File: src/rtl/i2csme_pkg.sv
// Shared types and constants for the I2C slave message engine.
// Used by i2csme_front, i2csme_back and i2c_slave_message_engine.
`default_nettype none
package i2csme_pkg;

    localparam int MSG_DEPTH = 32;
    localparam int ADDR_W    = $clog2(MSG_DEPTH);
    localparam int LEN_W     = ADDR_W + 1;
    localparam int TOO_LONG  = MSG_DEPTH - 2;

    localparam logic [1:0] KIND_STATUS = 2'd0;
    localparam logic [1:0] KIND_MSG    = 2'd1;
    localparam logic [1:0] KIND_ERR    = 2'd2;
    localparam logic [1:0] KIND_REQ    = 2'd3;

    localparam logic [1:0] ERR_OVERRUN = 2'd0;
    localparam logic [1:0] ERR_NOADDR  = 2'd1;
    localparam logic [1:0] ERR_NODATA  = 2'd2;
    localparam logic [1:0] ERR_TOOLONG = 2'd3;

    // one job handed from the front end to the back end
    typedef struct packed {
        logic             tx_valid;
        logic [7:0]       tx_byte;
        logic             release_clock;
        logic             has_msg;
        logic [LEN_W-1:0] msg_len;
        logic             has_err;
        logic [7:0]       err_count;
        logic [1:0]       err_code;
        logic [7:0]       err_events;
        logic             has_req;
    } job_t;

    // receive store write port
    typedef struct packed {
        logic              we;
        logic [ADDR_W-1:0] addr;
        logic [7:0]        data;
    } rx_wr_t;

endpackage
`default_nettype wire

File: src/rtl/i2csme_front.sv
// Front end: accepts items, runs the bus status machine, owns the transmit store.
// Depends on i2csme_pkg.
`default_nettype none
module i2csme_front (
    input  wire logic                   clk,
    input  wire logic                   rst_n,
    input  wire logic                   push,
    output logic                        accept_ok,
    input  wire logic                   back_idle,
    input  wire logic                   cfg_we,
    input  wire logic [7:0]             cfg_wdata,
    input  wire logic                   cmd,
    input  wire logic                   start_seen,
    input  wire logic                   stop_seen,
    input  wire logic                   byte_present,
    input  wire logic                   overrun,
    input  wire logic                   is_data,
    input  wire logic                   is_read,
    input  wire logic [7:0]             byte_in,
    input  wire logic                   reply_last,
    output i2csme_pkg::rx_wr_t          rx_wr,
    output logic                        job_valid,
    output i2csme_pkg::job_t            job,
    input  wire logic                   job_take
);

    typedef enum logic [1:0] {F_IDLE, F_EXEC, F_POST} fstate_t;
    typedef enum logic [1:0] {ST_IDLE, ST_STARTED, ST_RCV, ST_SEND} bus_t;

    localparam int AW = i2csme_pkg::ADDR_W;
    localparam int LW = i2csme_pkg::LEN_W;

    fstate_t          fstate_reg;
    bus_t             bus_reg, bus_next;
    logic [7:0]       thr_reg;
    logic [LW-1:0]    rx_len_reg, rx_len_next;
    logic [7:0]       ev_reg, ev_next;
    logic [7:0]       erc_reg, erc_next;
    logic [1:0]       le_reg, le_next;
    logic [LW-1:0]    tx_len_reg, tx_len_next;
    logic [LW-1:0]    tx_idx_reg, tx_idx_next;
    logic             ready_reg;
    logic             job_valid_reg;
    i2csme_pkg::job_t job_reg, job_next;

    // latched item
    logic       cmd_reg, start_reg, stop_reg, pres_reg, ovr_reg, data_reg, rd_reg, rlast_reg;
    logic [7:0] b_reg;

    logic [7:0]    tx_mem [i2csme_pkg::MSG_DEPTH];
    logic [7:0]    tx_rd_reg;
    logic [AW-1:0] tx_ra;
    logic          tx_we;
    logic [AW-1:0] tx_wa;
    logic          ready_next;
    logic          take_item;
    i2csme_pkg::rx_wr_t rx_exec;

    assign accept_ok = (fstate_reg == F_IDLE) && !job_valid_reg && back_idle;
    assign take_item = push && accept_ok;
    assign tx_ra     = cmd ? '0 : tx_idx_reg[AW-1:0];
    assign job_valid = job_valid_reg;
    assign job       = job_reg;

    always_ff @(posedge clk)
    begin
        if (tx_we && fstate_reg == F_EXEC)
        begin
            tx_mem[tx_wa] <= b_reg;
        end
        tx_rd_reg <= tx_mem[tx_ra];
    end

    always_comb
    begin
        logic got;
        logic wrote;
        logic req;
        logic [7:0] txb;
        logic txv;
        logic rel;
        got         = pres_reg;
        wrote       = 1'b0;
        req         = 1'b0;
        txb         = 8'd0;
        txv         = 1'b0;
        rel         = 1'b0;
        bus_next    = bus_reg;
        rx_len_next = rx_len_reg;
        ev_next     = ev_reg;
        erc_next    = erc_reg;
        le_next     = le_reg;
        tx_len_next = tx_len_reg;
        tx_idx_next = tx_idx_reg;
        ready_next  = 1'b0;
        tx_we       = 1'b0;
        tx_wa       = '0;
        rx_exec     = '{we: 1'b0, addr: rx_len_reg[AW-1:0], data: b_reg};
        job_next    = '0;

        if (cmd_reg)
        begin
            if (tx_idx_reg != '0)
            begin
                tx_len_next = '0;
                tx_idx_next = '0;
            end
            if (tx_len_next < LW'(i2csme_pkg::MSG_DEPTH))
            begin
                tx_we       = 1'b1;
                tx_wa       = tx_len_next[AW-1:0];
                tx_len_next = tx_len_next + 1'b1;
            end
            if (rlast_reg)
            begin
                tx_idx_next = LW'(1);
                txv = 1'b1;
                rel = 1'b1;
                txb = (tx_we && tx_wa == '0) ? b_reg : tx_rd_reg;
            end
            job_next.tx_valid      = txv;
            job_next.tx_byte       = txb;
            job_next.release_clock = rel;
        end
        else
        begin
            if (ovr_reg)
            begin
                bus_next = ST_IDLE;
                erc_next = erc_next + 8'd1;
                le_next  = i2csme_pkg::ERR_OVERRUN;
            end
            else
            begin
                case (bus_reg)
                    ST_IDLE:
                    begin
                        if (start_reg)
                        begin
                            ev_next     = 8'd1;
                            rx_len_next = '0;
                            if (!got)
                            begin
                                bus_next = ST_STARTED;
                            end
                            else if (data_reg)
                            begin
                                bus_next = ST_IDLE;
                                erc_next = erc_next + 8'd1;
                                le_next  = i2csme_pkg::ERR_NOADDR;
                            end
                            else if (rd_reg)
                            begin
                                bus_next = ST_SEND;
                                got = 1'b0;
                                req = 1'b1;
                            end
                            else
                            begin
                                bus_next = ST_RCV;
                            end
                        end
                    end
                    ST_STARTED:
                    begin
                        if (stop_reg)
                        begin
                            ev_next = ev_next + 8'd1;
                            if (got)
                            begin
                                if (!data_reg)
                                begin
                                    ready_next = 1'b1;
                                end
                                else
                                begin
                                    erc_next = erc_next + 8'd1;
                                    le_next  = i2csme_pkg::ERR_NODATA;
                                end
                            end
                            bus_next = ST_IDLE;
                        end
                        else if (got)
                        begin
                            ev_next = ev_next + 8'd1;
                            if (data_reg)
                            begin
                                erc_next = erc_next + 8'd1;
                                le_next  = i2csme_pkg::ERR_NODATA;
                                bus_next = ST_IDLE;
                            end
                            else if (rd_reg)
                            begin
                                bus_next = ST_SEND;
                                req = 1'b1;
                                got = 1'b0;
                            end
                            else
                            begin
                                bus_next = ST_RCV;
                            end
                        end
                    end
                    ST_SEND:
                    begin
                        if (tx_idx_reg < tx_len_reg
                            && tx_idx_reg < LW'(i2csme_pkg::MSG_DEPTH))
                        begin
                            txb         = tx_rd_reg;
                            tx_idx_next = tx_idx_reg + 1'b1;
                            wrote       = 1'b1;
                        end
                        else
                        begin
                            bus_next = ST_IDLE;
                        end
                    end
                    default:
                    begin
                        if (stop_reg)
                        begin
                            ev_next = ev_next + 8'd1;
                            if (!got || data_reg)
                            begin
                                if (got && rx_len_reg < LW'(i2csme_pkg::MSG_DEPTH))
                                begin
                                    rx_exec.we  = 1'b1;
                                    rx_len_next = rx_len_reg + 1'b1;
                                end
                                ready_next = 1'b1;
                            end
                            else
                            begin
                                erc_next = erc_next + 8'd1;
                                le_next  = i2csme_pkg::ERR_NODATA;
                            end
                            bus_next = ST_IDLE;
                        end
                        else if (got)
                        begin
                            ev_next = ev_next + 8'd1;
                            if (data_reg)
                            begin
                                if (rx_len_reg < LW'(i2csme_pkg::MSG_DEPTH))
                                begin
                                    rx_exec.we  = 1'b1;
                                    rx_len_next = rx_len_reg + 1'b1;
                                end
                            end
                            else if (rd_reg)
                            begin
                                bus_next   = ST_SEND;
                                ready_next = 1'b1;
                                req        = 1'b1;
                                got        = 1'b0;
                            end
                            else
                            begin
                                erc_next = erc_next + 8'd1;
                                le_next  = i2csme_pkg::ERR_NODATA;
                                bus_next = ST_IDLE;
                            end
                        end
                    end
                endcase
            end

            job_next.tx_valid      = wrote;
            job_next.tx_byte       = txb;
            job_next.release_clock = got || wrote;

            if (!ready_next && rx_len_next > LW'(i2csme_pkg::TOO_LONG))
            begin
                bus_next = ST_IDLE;
                erc_next = erc_next + 8'd1;
                le_next  = i2csme_pkg::ERR_TOOLONG;
            end

            job_next.has_msg = ready_next;
            if (!ready_next && erc_next >= thr_reg)
            begin
                job_next.has_err    = 1'b1;
                job_next.err_count  = erc_next;
                job_next.err_code   = le_next;
                job_next.err_events = ev_next;
                erc_next            = 8'd0;
            end
            job_next.has_req = req;
        end
    end

    // event count goes in after the last data byte
    always_comb
    begin
        rx_wr = rx_exec;
        if (fstate_reg == F_POST)
        begin
            rx_wr.we   = ready_reg && rx_len_reg < LW'(i2csme_pkg::MSG_DEPTH);
            rx_wr.addr = rx_len_reg[AW-1:0];
            rx_wr.data = ev_reg;
        end
        else if (fstate_reg != F_EXEC)
        begin
            rx_wr.we = 1'b0;
        end
    end

    always_ff @(posedge clk)
    begin
        if (take_item)
        begin
            cmd_reg   <= cmd;
            start_reg <= start_seen;
            stop_reg  <= stop_seen;
            pres_reg  <= byte_present;
            ovr_reg   <= overrun;
            data_reg  <= is_data;
            rd_reg    <= is_read;
            b_reg     <= byte_in;
            rlast_reg <= reply_last;
        end
        if (fstate_reg == F_EXEC)
        begin
            job_reg <= job_next;
        end
        else if (fstate_reg == F_POST && ready_reg)
        begin
            job_reg.msg_len <= (rx_len_reg < LW'(i2csme_pkg::MSG_DEPTH))
                               ? rx_len_reg + 1'b1 : rx_len_reg;
        end
    end

    always_ff @(posedge clk or negedge rst_n)
    begin
        if (!rst_n)
        begin
            fstate_reg    <= F_IDLE;
            bus_reg       <= ST_IDLE;
            thr_reg       <= 8'd1;
            rx_len_reg    <= '0;
            ev_reg        <= 8'd0;
            erc_reg       <= 8'd0;
            le_reg        <= 2'd0;
            tx_len_reg    <= '0;
            tx_idx_reg    <= '0;
            ready_reg     <= 1'b0;
            job_valid_reg <= 1'b0;
        end
        else
        begin
            if (cfg_we)
            begin
                thr_reg <= cfg_wdata;
            end
            if (job_take)
            begin
                job_valid_reg <= 1'b0;
            end
            case (fstate_reg)
                F_IDLE:
                begin
                    if (take_item)
                    begin
                        fstate_reg <= F_EXEC;
                    end
                end
                F_EXEC:
                begin
                    bus_reg    <= bus_next;
                    rx_len_reg <= rx_len_next;
                    ev_reg     <= ev_next;
                    erc_reg    <= erc_next;
                    le_reg     <= le_next;
                    tx_len_reg <= tx_len_next;
                    tx_idx_reg <= tx_idx_next;
                    ready_reg  <= ready_next;
                    fstate_reg <= F_POST;
                end
                F_POST:
                begin
                    if (ready_reg)
                    begin
                        rx_len_reg <= '0;
                    end
                    job_valid_reg <= 1'b1;
                    fstate_reg    <= F_IDLE;
                end
                default:
                begin
                    fstate_reg <= F_IDLE;
                end
            endcase
        end
    end

endmodule
`default_nettype wire

File: src/rtl/i2csme_back.sv
// Back end: owns the receive store and emits the result items of one job.
// Depends on i2csme_pkg.
`default_nettype none
module i2csme_back (
    input  wire logic               clk,
    input  wire logic               rst_n,
    input  wire i2csme_pkg::rx_wr_t rx_wr,
    input  wire logic               job_valid,
    input  wire i2csme_pkg::job_t   job,
    output logic                    job_take,
    output logic                    idle,
    output logic                    empty,
    input  wire logic               pop,
    output logic [1:0]              kind,
    output logic [7:0]              byte_out,
    output logic                    tx_valid,
    output logic [7:0]              tx_byte,
    output logic                    release_clock,
    output logic                    last
);

    typedef enum logic [2:0] {B_IDLE, B_STATUS, B_MSG, B_ERR, B_REQ} bstate_t;

    localparam int AW = i2csme_pkg::ADDR_W;
    localparam int LW = i2csme_pkg::LEN_W;

    bstate_t          st_reg, st_next;
    i2csme_pkg::job_t job_reg;
    logic [LW-1:0]    idx_reg, idx_next;
    logic [7:0]       rx_mem [i2csme_pkg::MSG_DEPTH];
    logic [7:0]       rd_data_reg;
    logic             slot_free, emit;
    logic [1:0]       kind_n;
    logic [7:0]       byte_n;
    logic             last_n;

    logic             out_valid_reg;
    logic [1:0]       kind_reg;
    logic [7:0]       byte_reg;
    logic             txv_reg;
    logic [7:0]       txb_reg;
    logic             rel_reg;
    logic             last_reg;

    assign idle      = (st_reg == B_IDLE);
    assign job_take  = idle && job_valid;
    assign slot_free = !out_valid_reg || pop;
    assign emit      = slot_free && !idle;

    always_ff @(posedge clk)
    begin
        if (rx_wr.we)
        begin
            rx_mem[rx_wr.addr] <= rx_wr.data;
        end
        rd_data_reg <= rx_mem[idx_next[AW-1:0]];
    end

    always_comb
    begin
        st_next  = st_reg;
        idx_next = idx_reg;
        kind_n   = i2csme_pkg::KIND_STATUS;
        byte_n   = 8'd0;
        last_n   = 1'b0;
        case (st_reg)
            B_IDLE:
            begin
                idx_next = '0;
                if (job_valid)
                begin
                    st_next = B_STATUS;
                end
            end
            B_STATUS:
            begin
                last_n = !(job_reg.has_msg || job_reg.has_err || job_reg.has_req);
                if (emit)
                begin
                    idx_next = '0;
                    if (job_reg.has_msg)
                    begin
                        st_next = B_MSG;
                    end
                    else if (job_reg.has_err)
                    begin
                        st_next = B_ERR;
                    end
                    else if (job_reg.has_req)
                    begin
                        st_next = B_REQ;
                    end
                    else
                    begin
                        st_next = B_IDLE;
                    end
                end
            end
            B_MSG:
            begin
                kind_n = i2csme_pkg::KIND_MSG;
                byte_n = rd_data_reg;
                last_n = (idx_reg == job_reg.msg_len - 1'b1) && !job_reg.has_req;
                if (emit)
                begin
                    idx_next = idx_reg + 1'b1;
                    if (idx_reg == job_reg.msg_len - 1'b1)
                    begin
                        st_next = job_reg.has_req ? B_REQ : B_IDLE;
                    end
                end
            end
            B_ERR:
            begin
                kind_n = i2csme_pkg::KIND_ERR;
                case (idx_reg[1:0])
                    2'd0:    byte_n = job_reg.err_count;
                    2'd1:    byte_n = {6'd0, job_reg.err_code};
                    default: byte_n = job_reg.err_events;
                endcase
                last_n = (idx_reg[1:0] == 2'd2) && !job_reg.has_req;
                if (emit)
                begin
                    idx_next = idx_reg + 1'b1;
                    if (idx_reg[1:0] == 2'd2)
                    begin
                        st_next = job_reg.has_req ? B_REQ : B_IDLE;
                    end
                end
            end
            B_REQ:
            begin
                kind_n = i2csme_pkg::KIND_REQ;
                last_n = 1'b1;
                if (emit)
                begin
                    st_next = B_IDLE;
                end
            end
            default:
            begin
                st_next = B_IDLE;
            end
        endcase
    end

    always_ff @(posedge clk)
    begin
        if (job_take)
        begin
            job_reg <= job;
        end
        if (emit)
        begin
            kind_reg <= kind_n;
            byte_reg <= byte_n;
            txv_reg  <= (st_reg == B_STATUS) && job_reg.tx_valid;
            txb_reg  <= (st_reg == B_STATUS) ? job_reg.tx_byte : 8'd0;
            rel_reg  <= (st_reg == B_STATUS) && job_reg.release_clock;
            last_reg <= last_n;
        end
    end

    always_ff @(posedge clk or negedge rst_n)
    begin
        if (!rst_n)
        begin
            st_reg        <= B_IDLE;
            idx_reg       <= '0;
            out_valid_reg <= 1'b0;
        end
        else
        begin
            st_reg  <= st_next;
            idx_reg <= idx_next;
            if (emit)
            begin
                out_valid_reg <= 1'b1;
            end
            else if (pop)
            begin
                out_valid_reg <= 1'b0;
            end
        end
    end

    assign empty         = !out_valid_reg;
    assign kind          = kind_reg;
    assign byte_out      = byte_reg;
    assign tx_valid      = txv_reg;
    assign tx_byte       = txb_reg;
    assign release_clock = rel_reg;
    assign last          = last_reg;

endmodule
`default_nettype wire

File: src/rtl/i2c_slave_message_engine.sv
// I2C slave message engine, top level: front end, one-entry job queue, back end.
// Path: item latch, front-end EXEC and POST states, job register, back-end status
// state, output registers. Throughput: the back end emits one result item per
// cycle while pop keeps up; a new item is taken only when the front end is idle,
// the job queue is empty and the back end is idle. Items are taken one at a time.
// Reset: rst_n async low; bus idle, counters and lengths zero, threshold 1.
`default_nettype none
module i2c_slave_message_engine (
    input  wire logic       clk,
    input  wire logic       rst_n,
    input  wire logic       push,
    output logic            full,
    input  wire logic       cmd,
    input  wire logic       start_seen,
    input  wire logic       stop_seen,
    input  wire logic       byte_present,
    input  wire logic       overrun,
    input  wire logic       is_data,
    input  wire logic       is_read,
    input  wire logic [7:0] byte_in,
    input  wire logic       reply_last,
    output logic            empty,
    input  wire logic       pop,
    output logic [1:0]      kind,
    output logic [7:0]      byte_out,
    output logic            tx_valid,
    output logic [7:0]      tx_byte,
    output logic            release_clock,
    output logic            last,
    input  wire logic       cfg_we,
    input  wire logic [7:0] cfg_wdata
);

    logic               accept_ok;
    logic               back_idle;
    logic               job_valid;
    logic               job_take;
    i2csme_pkg::job_t   job;
    i2csme_pkg::rx_wr_t rx_wr;

    // full while an item is still in the front end or job queue, or the back end is busy
    assign full = !accept_ok;

    i2csme_front u_front (
        .clk          (clk),
        .rst_n        (rst_n),
        .push         (push),
        .accept_ok    (accept_ok),
        .back_idle    (back_idle),
        .cfg_we       (cfg_we),
        .cfg_wdata    (cfg_wdata),
        .cmd          (cmd),
        .start_seen   (start_seen),
        .stop_seen    (stop_seen),
        .byte_present (byte_present),
        .overrun      (overrun),
        .is_data      (is_data),
        .is_read      (is_read),
        .byte_in      (byte_in),
        .reply_last   (reply_last),
        .rx_wr        (rx_wr),
        .job_valid    (job_valid),
        .job          (job),
        .job_take     (job_take)
    );

    // back end drains the job into status, message, report and request items
    i2csme_back u_back (
        .clk           (clk),
        .rst_n         (rst_n),
        .rx_wr         (rx_wr),
        .job_valid     (job_valid),
        .job           (job),
        .job_take      (job_take),
        .idle          (back_idle),
        .empty         (empty),
        .pop           (pop),
        .kind          (kind),
        .byte_out      (byte_out),
        .tx_valid      (tx_valid),
        .tx_byte       (tx_byte),
        .release_clock (release_clock),
        .last          (last)
    );

endmodule
`default_nettype wire

File: config.mk
export PLATFORM = sky130hd
export DESIGN_NAME = i2c_slave_message_engine
export DESIGN_NICKNAME = d
export VERILOG_FILES = /design/src/rtl/i2csme_pkg.sv /design/src/rtl/i2csme_front.sv /design/src/rtl/i2csme_back.sv /design/src/rtl/i2c_slave_message_engine.sv
export SDC_FILE = /design/constraint.sdc
export NUM_CORES = 1
export LEC_CHECK = 0
export BUFFER_PORTS_ARGS = -buffer_cell sky130_fd_sc_hd__buf_2
export CORE_MARGIN = 8
export CORE_UTILIZATION = 46
export DETAILED_ROUTE_END_ITERATION = 10
export SYNTH_ARGS = -nofsm -noshare
export SYNTH_HDL_FRONTEND = slang
export SYNTH_SLANG_ARGS = --single-unit
File: constraint.sdc
create_clock -name clk -period 4.97 [get_ports clk]
set_clock_uncertainty 0.1 [all_clocks]
set_input_delay 0.7455 -clock clk [delete_from_list [all_inputs] [get_ports clk]]
set_output_delay 0.7455 -clock clk [all_outputs]
set_load 0.05 [all_outputs]
==> impl_metrics.json, run 1 <==
{
  "io_pins": 52,
  "critPathLaunch": "u_front.bus_reg[0]",
  "yosysWarnings": 0,
  "crit_fanout": 18,
  "synthCells": 2045,
  "io_buffer_count": 51,
  "clock_latency_ps": 630,
  "worst_pin_slew_ps": 1200,
  "routedWlPerCell_um": 22.6,
  "ys_ff_latch": 699,
  "powerDensity_nw_per_um2": 509,
  "yosys.area_share.simple_pct": 7.81,
  "vias": 17200,
  "cts_tree": "done",
  "setup_slack_ps": 321,
  "drc_errors": 0,
  "grt_pass1_vias": 17300,
  "crit_chain": "inv_1 > ha_4 > buf_6 > nor2_1 > o21ai_0 > o21ai_0 > a21oi_1 > ha_1 > o211ai_1 > nor4_2 > and3b_1 > xor2_1 > inv_1 > ha_1 > a21o_1 > a2111oi_0 > o21a_1 > nor2_2 > nand2_1 > clkinv_1 > nand2b_1 > mux2i_1",
  "end_kind": "register",
  "dp_hpwl_mm": 44.5,
  "async_flop_share_pct": 8.58,
  "yosys.area.top_type": "edfxtp_1",
  "die_area_um2": 73900,
  "first_pass_iters": 5,
  "synthAdderAreaFrac_pct": 1.75,
  "ir_worst_vdd_mv": 0.302,
  "nNetsFinal": 2192,
  "grt_setup_unrepaired": "no",
  "worstSetupPathType": "reg2reg",
  "ys.flop_type": "edfxtp_1",
  "grt_max_degree": 71,
  "yosysUniqueCellTypes": 89,
  "num_rows": 93,
  "hold_path_class": "in2reg",
  "place_inst": 2896,
  "cpPeakStageDelay_ps": 390,
  "start_util_pct": 46.6,
  "root_buffer": "clkbuf_16",
  "grtUsageTotal_pct": 18.3,
  "die_w_um": 272,
  "cts_buffer_depth": 3,
  "layout_common_cells": "edfxtp_1, mux2i_1, nor2_1, o21ai_0, nand2_1",
  "synth-compound-area-share_pct": 7.15,
  "hold_violations": 0,
  "reg2reg_from": "u_front.bus_reg[0]",
  "synth-xor-area-share_pct": 0.607,
  "slowest_stage": "a2111oi_0",
  "routed_wl_mm": 68.7,
  "fin_crit_ps": 4650,
  "slew_violations": 0,
  "cts.sinks": 699,
  "synth_seq_area_share_pct": 68.0,
  "syn_area_um2": 30100,
  "cts_buffers": 75,
  "tns_ps": 0,
  "crit_arrival_ps": 4920,
  "htreeDepth": 3,
  "grt.overflow.total": 0,
  "gp_congestion": 0.856,
  "slew_headroom_pct": 20.2,
  "timing.fmax_mhz": 215,
  "via_per_inst": 5.67,
  "finalCritPeriodShare_pct": 93.5,
  "reg.largest.list": "u_back.rx_mem: 256 flops, u_front.tx_mem: 256 flops",
  "avgSynthCellArea_um2": 14.7,
  "synth.net_count": 2116,
  "setup_viol": 0,
  "synth_top_family_by_area": "multiplexers",
  "start_kind": "register",
  "status": "complete, no violations",
  "die_h_um": 272,
  "fin_cells": 3036,
  "leakage_nw": 12.2,
  "drt_iter0_markers": 1509,
  "layout-drive-gt1-share_pct": 14.4,
  "timing.hold.ws_ps": 208,
  "yosysTopAreaCellShare_pct": 61.5,
  "cts.clk_slew.worst_paths_ps": 60,
  "drv_cap": 0,
  "fp.coreArea_um2": 64600,
  "grt_pass1_wl_mm": 105,
  "pre_cts_ws_ps": 69.6,
  "ant_nets": 0,
  "antenna_found_initial": 0,
  "synth_edf_count": 617,
  "hp-start": "is_data",
  "synthToLayoutAreaGrowth_pct": 12.5,
  "muxShareOfSynthArea_pct": 12.2,
  "final_common_cell": "edfxtp_1",
  "synth_area_leaders": "edfxtp_1, mux2i_1, dfrtp_1",
  "cp.required_ps": 5240
}
power breakdown:
part	switching, mW	leakage [nW]	internal (mW)
registers	0.319	6.59	7.26
logic	2.80	4.49	1.43
clock network	2.27	1.16	3.18
metrics by stage:
| stage | cell area, um2 | utilization (%) | total power [mW] |
|---|---|---|---|
| 6_report | 33900 | 52.5 | 17.3 |
| 5_1_grt | 33900 | 52.5 | 18.0 |
| 4_1_cts | 33800 | 52.4 | 17.4 |
| 3_5_place_dp | 31400 | 48.6 | 11.9 |
| 3_3_place_gp | 31400 | 48.6 | 11.8 |
| 2_1_floorplan | 30100 | - | 10.5 |
routing by layer:
layer	up-vias	share of wire, %	track usage, %
li1	7993	-	-
met1	8627	46	26.2
met2	510	46	28.6
met3	97	5.7	3.55
met4	0	2.0	5.10
met5	-	0	0
final timing paths:
kind	to	slack (ps)	cells after the start
setup / recovery	u_front.job[18]	320	22
hold / removal	u_front.data_reg	210	1
setup reg to reg	u_front.job[18]	320	22
hold reg to reg	u_back.job_reg[7]	320	0
max in group asynchronous	u_back.st_reg[2]	3260	3
min in group asynchronous	u_front.thr_reg[2]	480	2
cell type report:
cell class / count / area, um2
Clock inverter: 44 / 464
Tap cell: 855 / 1070
Clock buffer: 92 / 1950
Timing Repair Buffer: 110 / 767
Sequential cell: 699 / 20500
Antenna cell: 1 / 2.50
Inverter: 50 / 188
Fill cell: 5359 / 30700
Multi-Input combinational cell: 1185 / 8970
synthesized netlist by cell type, types with 5 or more instances:
cell,instances
a211oi_1,7
a21o_1,6
a21oi_1,56
a221oi_1,8
a22o_1,9
a22oi_1,8
a31oi_1,12
and2_1,17
and3_1,7
buf_2,31
buf_4,12
buf_6,6
clkbuf_1,58
dfrtp_1,59
dfxtp_1,22
edfxtp_1,617
ha_1,42
inv_1,47
mux2_2,19
mux2i_1,236
mux4_2,48
nand2_1,115
nand2b_1,24
nand3_1,54
nand3b_1,6
nand4_1,16
nor2_1,146
nor2b_1,7
nor3_1,35
nor4_1,8
o211ai_1,29
o21a_1,5
o21ai_0,144
o22ai_1,5
o31ai_1,5
or3_1,8
xnor2_1,11
xor2_1,8
cell families (layout without fill, tap and decap cells):
logic type,count (synthesis),after routing
fa+ha+maj,42,42
other cells,0,1
simple gates,477,477
buf+inv,161,296
xor+xnor,20,20
flops,699,699
compound gates,341,341
mux,305,305
worst max-delay path, delay by kind of cell, from the launching register on:
kind                       cells  cell delay [ps]
muxes                          1               70
and+or+nand+nor                6              900
adders and majority gates      3              740
AOI/OAI and AO/OA              7             1440
xor gates and xnor gates       1              200
DFF                            1              370
buffers and inverters          4              560
what timing repair did:
item / CTS / global route
endpoints found under the setup margin: 0 / 23
endpoints found under the hold margin: 11 / 0
hold buffers: 1 / 0
resized for setup: 0 / 6
setup buffers: 0 / 2
(Power assumes the default switching activity.)
==> run 2: changes to the inputs <==
ABC_AREA = 1   (was not set)
CTS_CLUSTER_DIAMETER = 40   (was not set)
==> impl_metrics.json, run 2 <==
{
  "hold_violations": 0,
  "ant_nets": 0,
  "ys_ff_latch": 699,
  "async_flop_share_pct": 8.58,
  "yosysMostFrequentCell": "edfxtp_1",
  "status": "complete, no violations",
  "yosysTopAreaCellShare_pct": 61.3,
  "cts_buffers": 98,
  "grt_setup_unrepaired": "no",
  "root_buffer": "clkbuf_16",
  "io_pins": 52,
  "slew_violations": 0,
  "first_pass_iters": 7,
  "leakage_nw": 12.7,
  "cts.clk_slew.worst_paths_ps": 60,
  "setup_slack_ps": 636,
  "antenna_found_initial": 1,
  "synth_area_leaders": "edfxtp_1, nand2_1, dfrtp_1",
  "synthCells": 2683,
  "synthToLayoutAreaGrowth_pct": 15.4,
  "start_kind": "register",
  "hold_path_class": "in2async",
  "reg2reg_from": "u_front.bus_reg[0]",
  "worst_pin_slew_ps": 1190,
  "yosysUniqueCellTypes": 51,
  "synth.net_count": 2754,
  "grt_pass1_vias": 20200,
  "avgSynthCellArea_um2": 11.3,
  "htreeDepth": 3,
  "cts_tree": "done",
  "gp_congestion": 0.874,
  "grt.overflow.total": 0,
  "nNetsFinal": 2824,
  "clock_latency_ps": 640,
  "drt_iter0_markers": 1819,
  "crit_arrival_ps": 4800,
  "die_w_um": 272,
  "cts.sinks": 699,
  "fin_cells": 3702,
  "ys.flop_type": "edfxtp_1",
  "crit_fanout": 13,
  "layout-drive-gt1-share_pct": 11.1,
  "end_kind": "register",
  "routed_wl_mm": 74.9,
  "start_util_pct": 46.2,
  "tns_ps": 0,
  "drv_cap": 0,
  "layout_common_cells": "edfxtp_1, nand2_1, nor2_1, nand3_1, inv_1",
  "power_mw": 20.1,
  "setup_viol": 0,
  "dp_hpwl_mm": 47.2,
  "finalCritPeriodShare_pct": 87.2,
  "grt_max_degree": 129,
  "die_area_um2": 74100,
  "num_rows": 94,
  "slew_headroom_pct": 20.6,
  "io_buffer_count": 51,
  "syn_area_um2": 30200,
  "ys_top_cells_by_count": "edfxtp_1, nand2_1, nor2_1, nand3_1, inv_1",
  "ir_worst_vdd_mv": 0.361,
  "synth_edf_count": 617,
  "final_common_cell": "edfxtp_1",
  "fp.coreArea_um2": 65400,
  "via_per_inst": 5.55,
  "routedWlPerCell_um": 20.2,
  "cp.required_ps": 5440,
  "synth_seq_area_share_pct": 67.8,
  "worstSetupPathType": "reg2reg",
  "timing.fmax_mhz": 231,
  "cts_hold_buffers": 0,
  "reg.largest.list": "u_back.rx_mem: 256 flops, u_front.tx_mem: 256 flops",
  "vias": 20500,
  "fin_crit_ps": 4330,
  "place_inst": 3517,
  "postCtsSetupBuffers": 0,
  "drc_errors": 0,
  "pre_cts_ws_ps": 715,
  "grt_pass1_wl_mm": 117,
  "yosys.area.top_type": "edfxtp_1",
  "die_h_um": 272,
  "ctsResizeCount": 0,
  "grtUsageTotal_pct": 19.8,
  "powerDensity_nw_per_um2": 576,
  "critPathLaunch": "u_front.bus_reg[0]",
  "yosysWarnings": 0,
  "cts_buffer_depth": 3
}
==> run 2: worst max-delay path, cell delays in order, from the launching register on <==
cell and delay, ps:
dfrtp_1 420, inv_1 150, ha_1 530, nand2_2 190, nor2_2 230, nand2_1 70
o21ai_0 120, nand3_1 120, nor2_1 140, nand2_1 130, a21boi_4 290, nand2_1 110
nand2_1 110, inv_1 60, ha_1 310, a21oi_1 140, o21ai_0 90, nand2_1 70
o2111ai_1 120, a21oi_1 500, nand3_1 150, o21ai_1 100
==> run 2: worst paths after layout <==
| path | endpoint | slack, ps | cells past startpoint |
|---|---|---|---|
| worst min register to register | u_back.job_reg[7] | 320 | 0 |
| worst max register to register | u_front.erc_reg[3] | 640 | 21 |
| max in group asynchronous | u_front.tx_len_reg[4] | 3670 | 2 |
| worst min-delay path | u_back.out_valid_reg | 110 | 1 |
| worst max-delay path | u_front.erc_reg[3] | 640 | 21 |
| min in group clk | u_front.rlast_reg | 180 | 1 |
==> run 2: kinds of logic (layout without fill, tap and decap cells) <==
family | Yosys count | in the layout | share of synthesized area (%)
simple gates | 1188 | 1188 | 16.2
flops | 699 | 699 | 67.8
mux | 2 | 2 | 0.0704
xor+xnor | 21 | 21 | 0.609
other cells | 0 | 1 | 0
fa+ha+maj | 42 | 42 | 1.74
buf+inv | 288 | 442 | 3.89
compound gates | 443 | 443 | 9.77
==> run 2: metal layers <==
| layer | vias up | global-route usage, % | wire, um |
|---|---|---|---|
| li1 | 9699 | - | - |
| met1 | 10100 | 27.4 | 33800 |
| met2 | 575 | 31.7 | 35100 |
| met3 | 143 | 3.19 | 3650 |
| met4 | 0 | 7.16 | 2330 |
| met5 | - | 0 | 0 |
==> run 2: stage by stage <==
step                instance area, um2  util [%]  hold slack (ps)
CTS                              34900      53.3              110
global placement                 31400      48.0              302
finish                           34900      53.3              111
floorplan                        30200         -              300
global route                     34900      53.3              159
detailed placement               31400      48.0              305
==> run 2: report_power, final <==
part	switching, mW	leakage, nW	internal, mW	total [mW]
logic	3.91	4.45	1.38	5.28
registers	0.330	6.59	7.31	7.64
clock network	2.76	1.65	4.41	7.17
total	6.99	12.7	13.1	20.1
==> run 2: layout make-up <==
type	count	area [um2]
Inverter	167	629
Timing Repair Buffer	91	581
Sequential cell	699	20500
Clock inverter	80	958
Tap cell	864	1080
Multi-Input combinational cell	1696	8650
Fill cell	5604	30500
Antenna cell	1	2.50
Clock buffer	104	2500
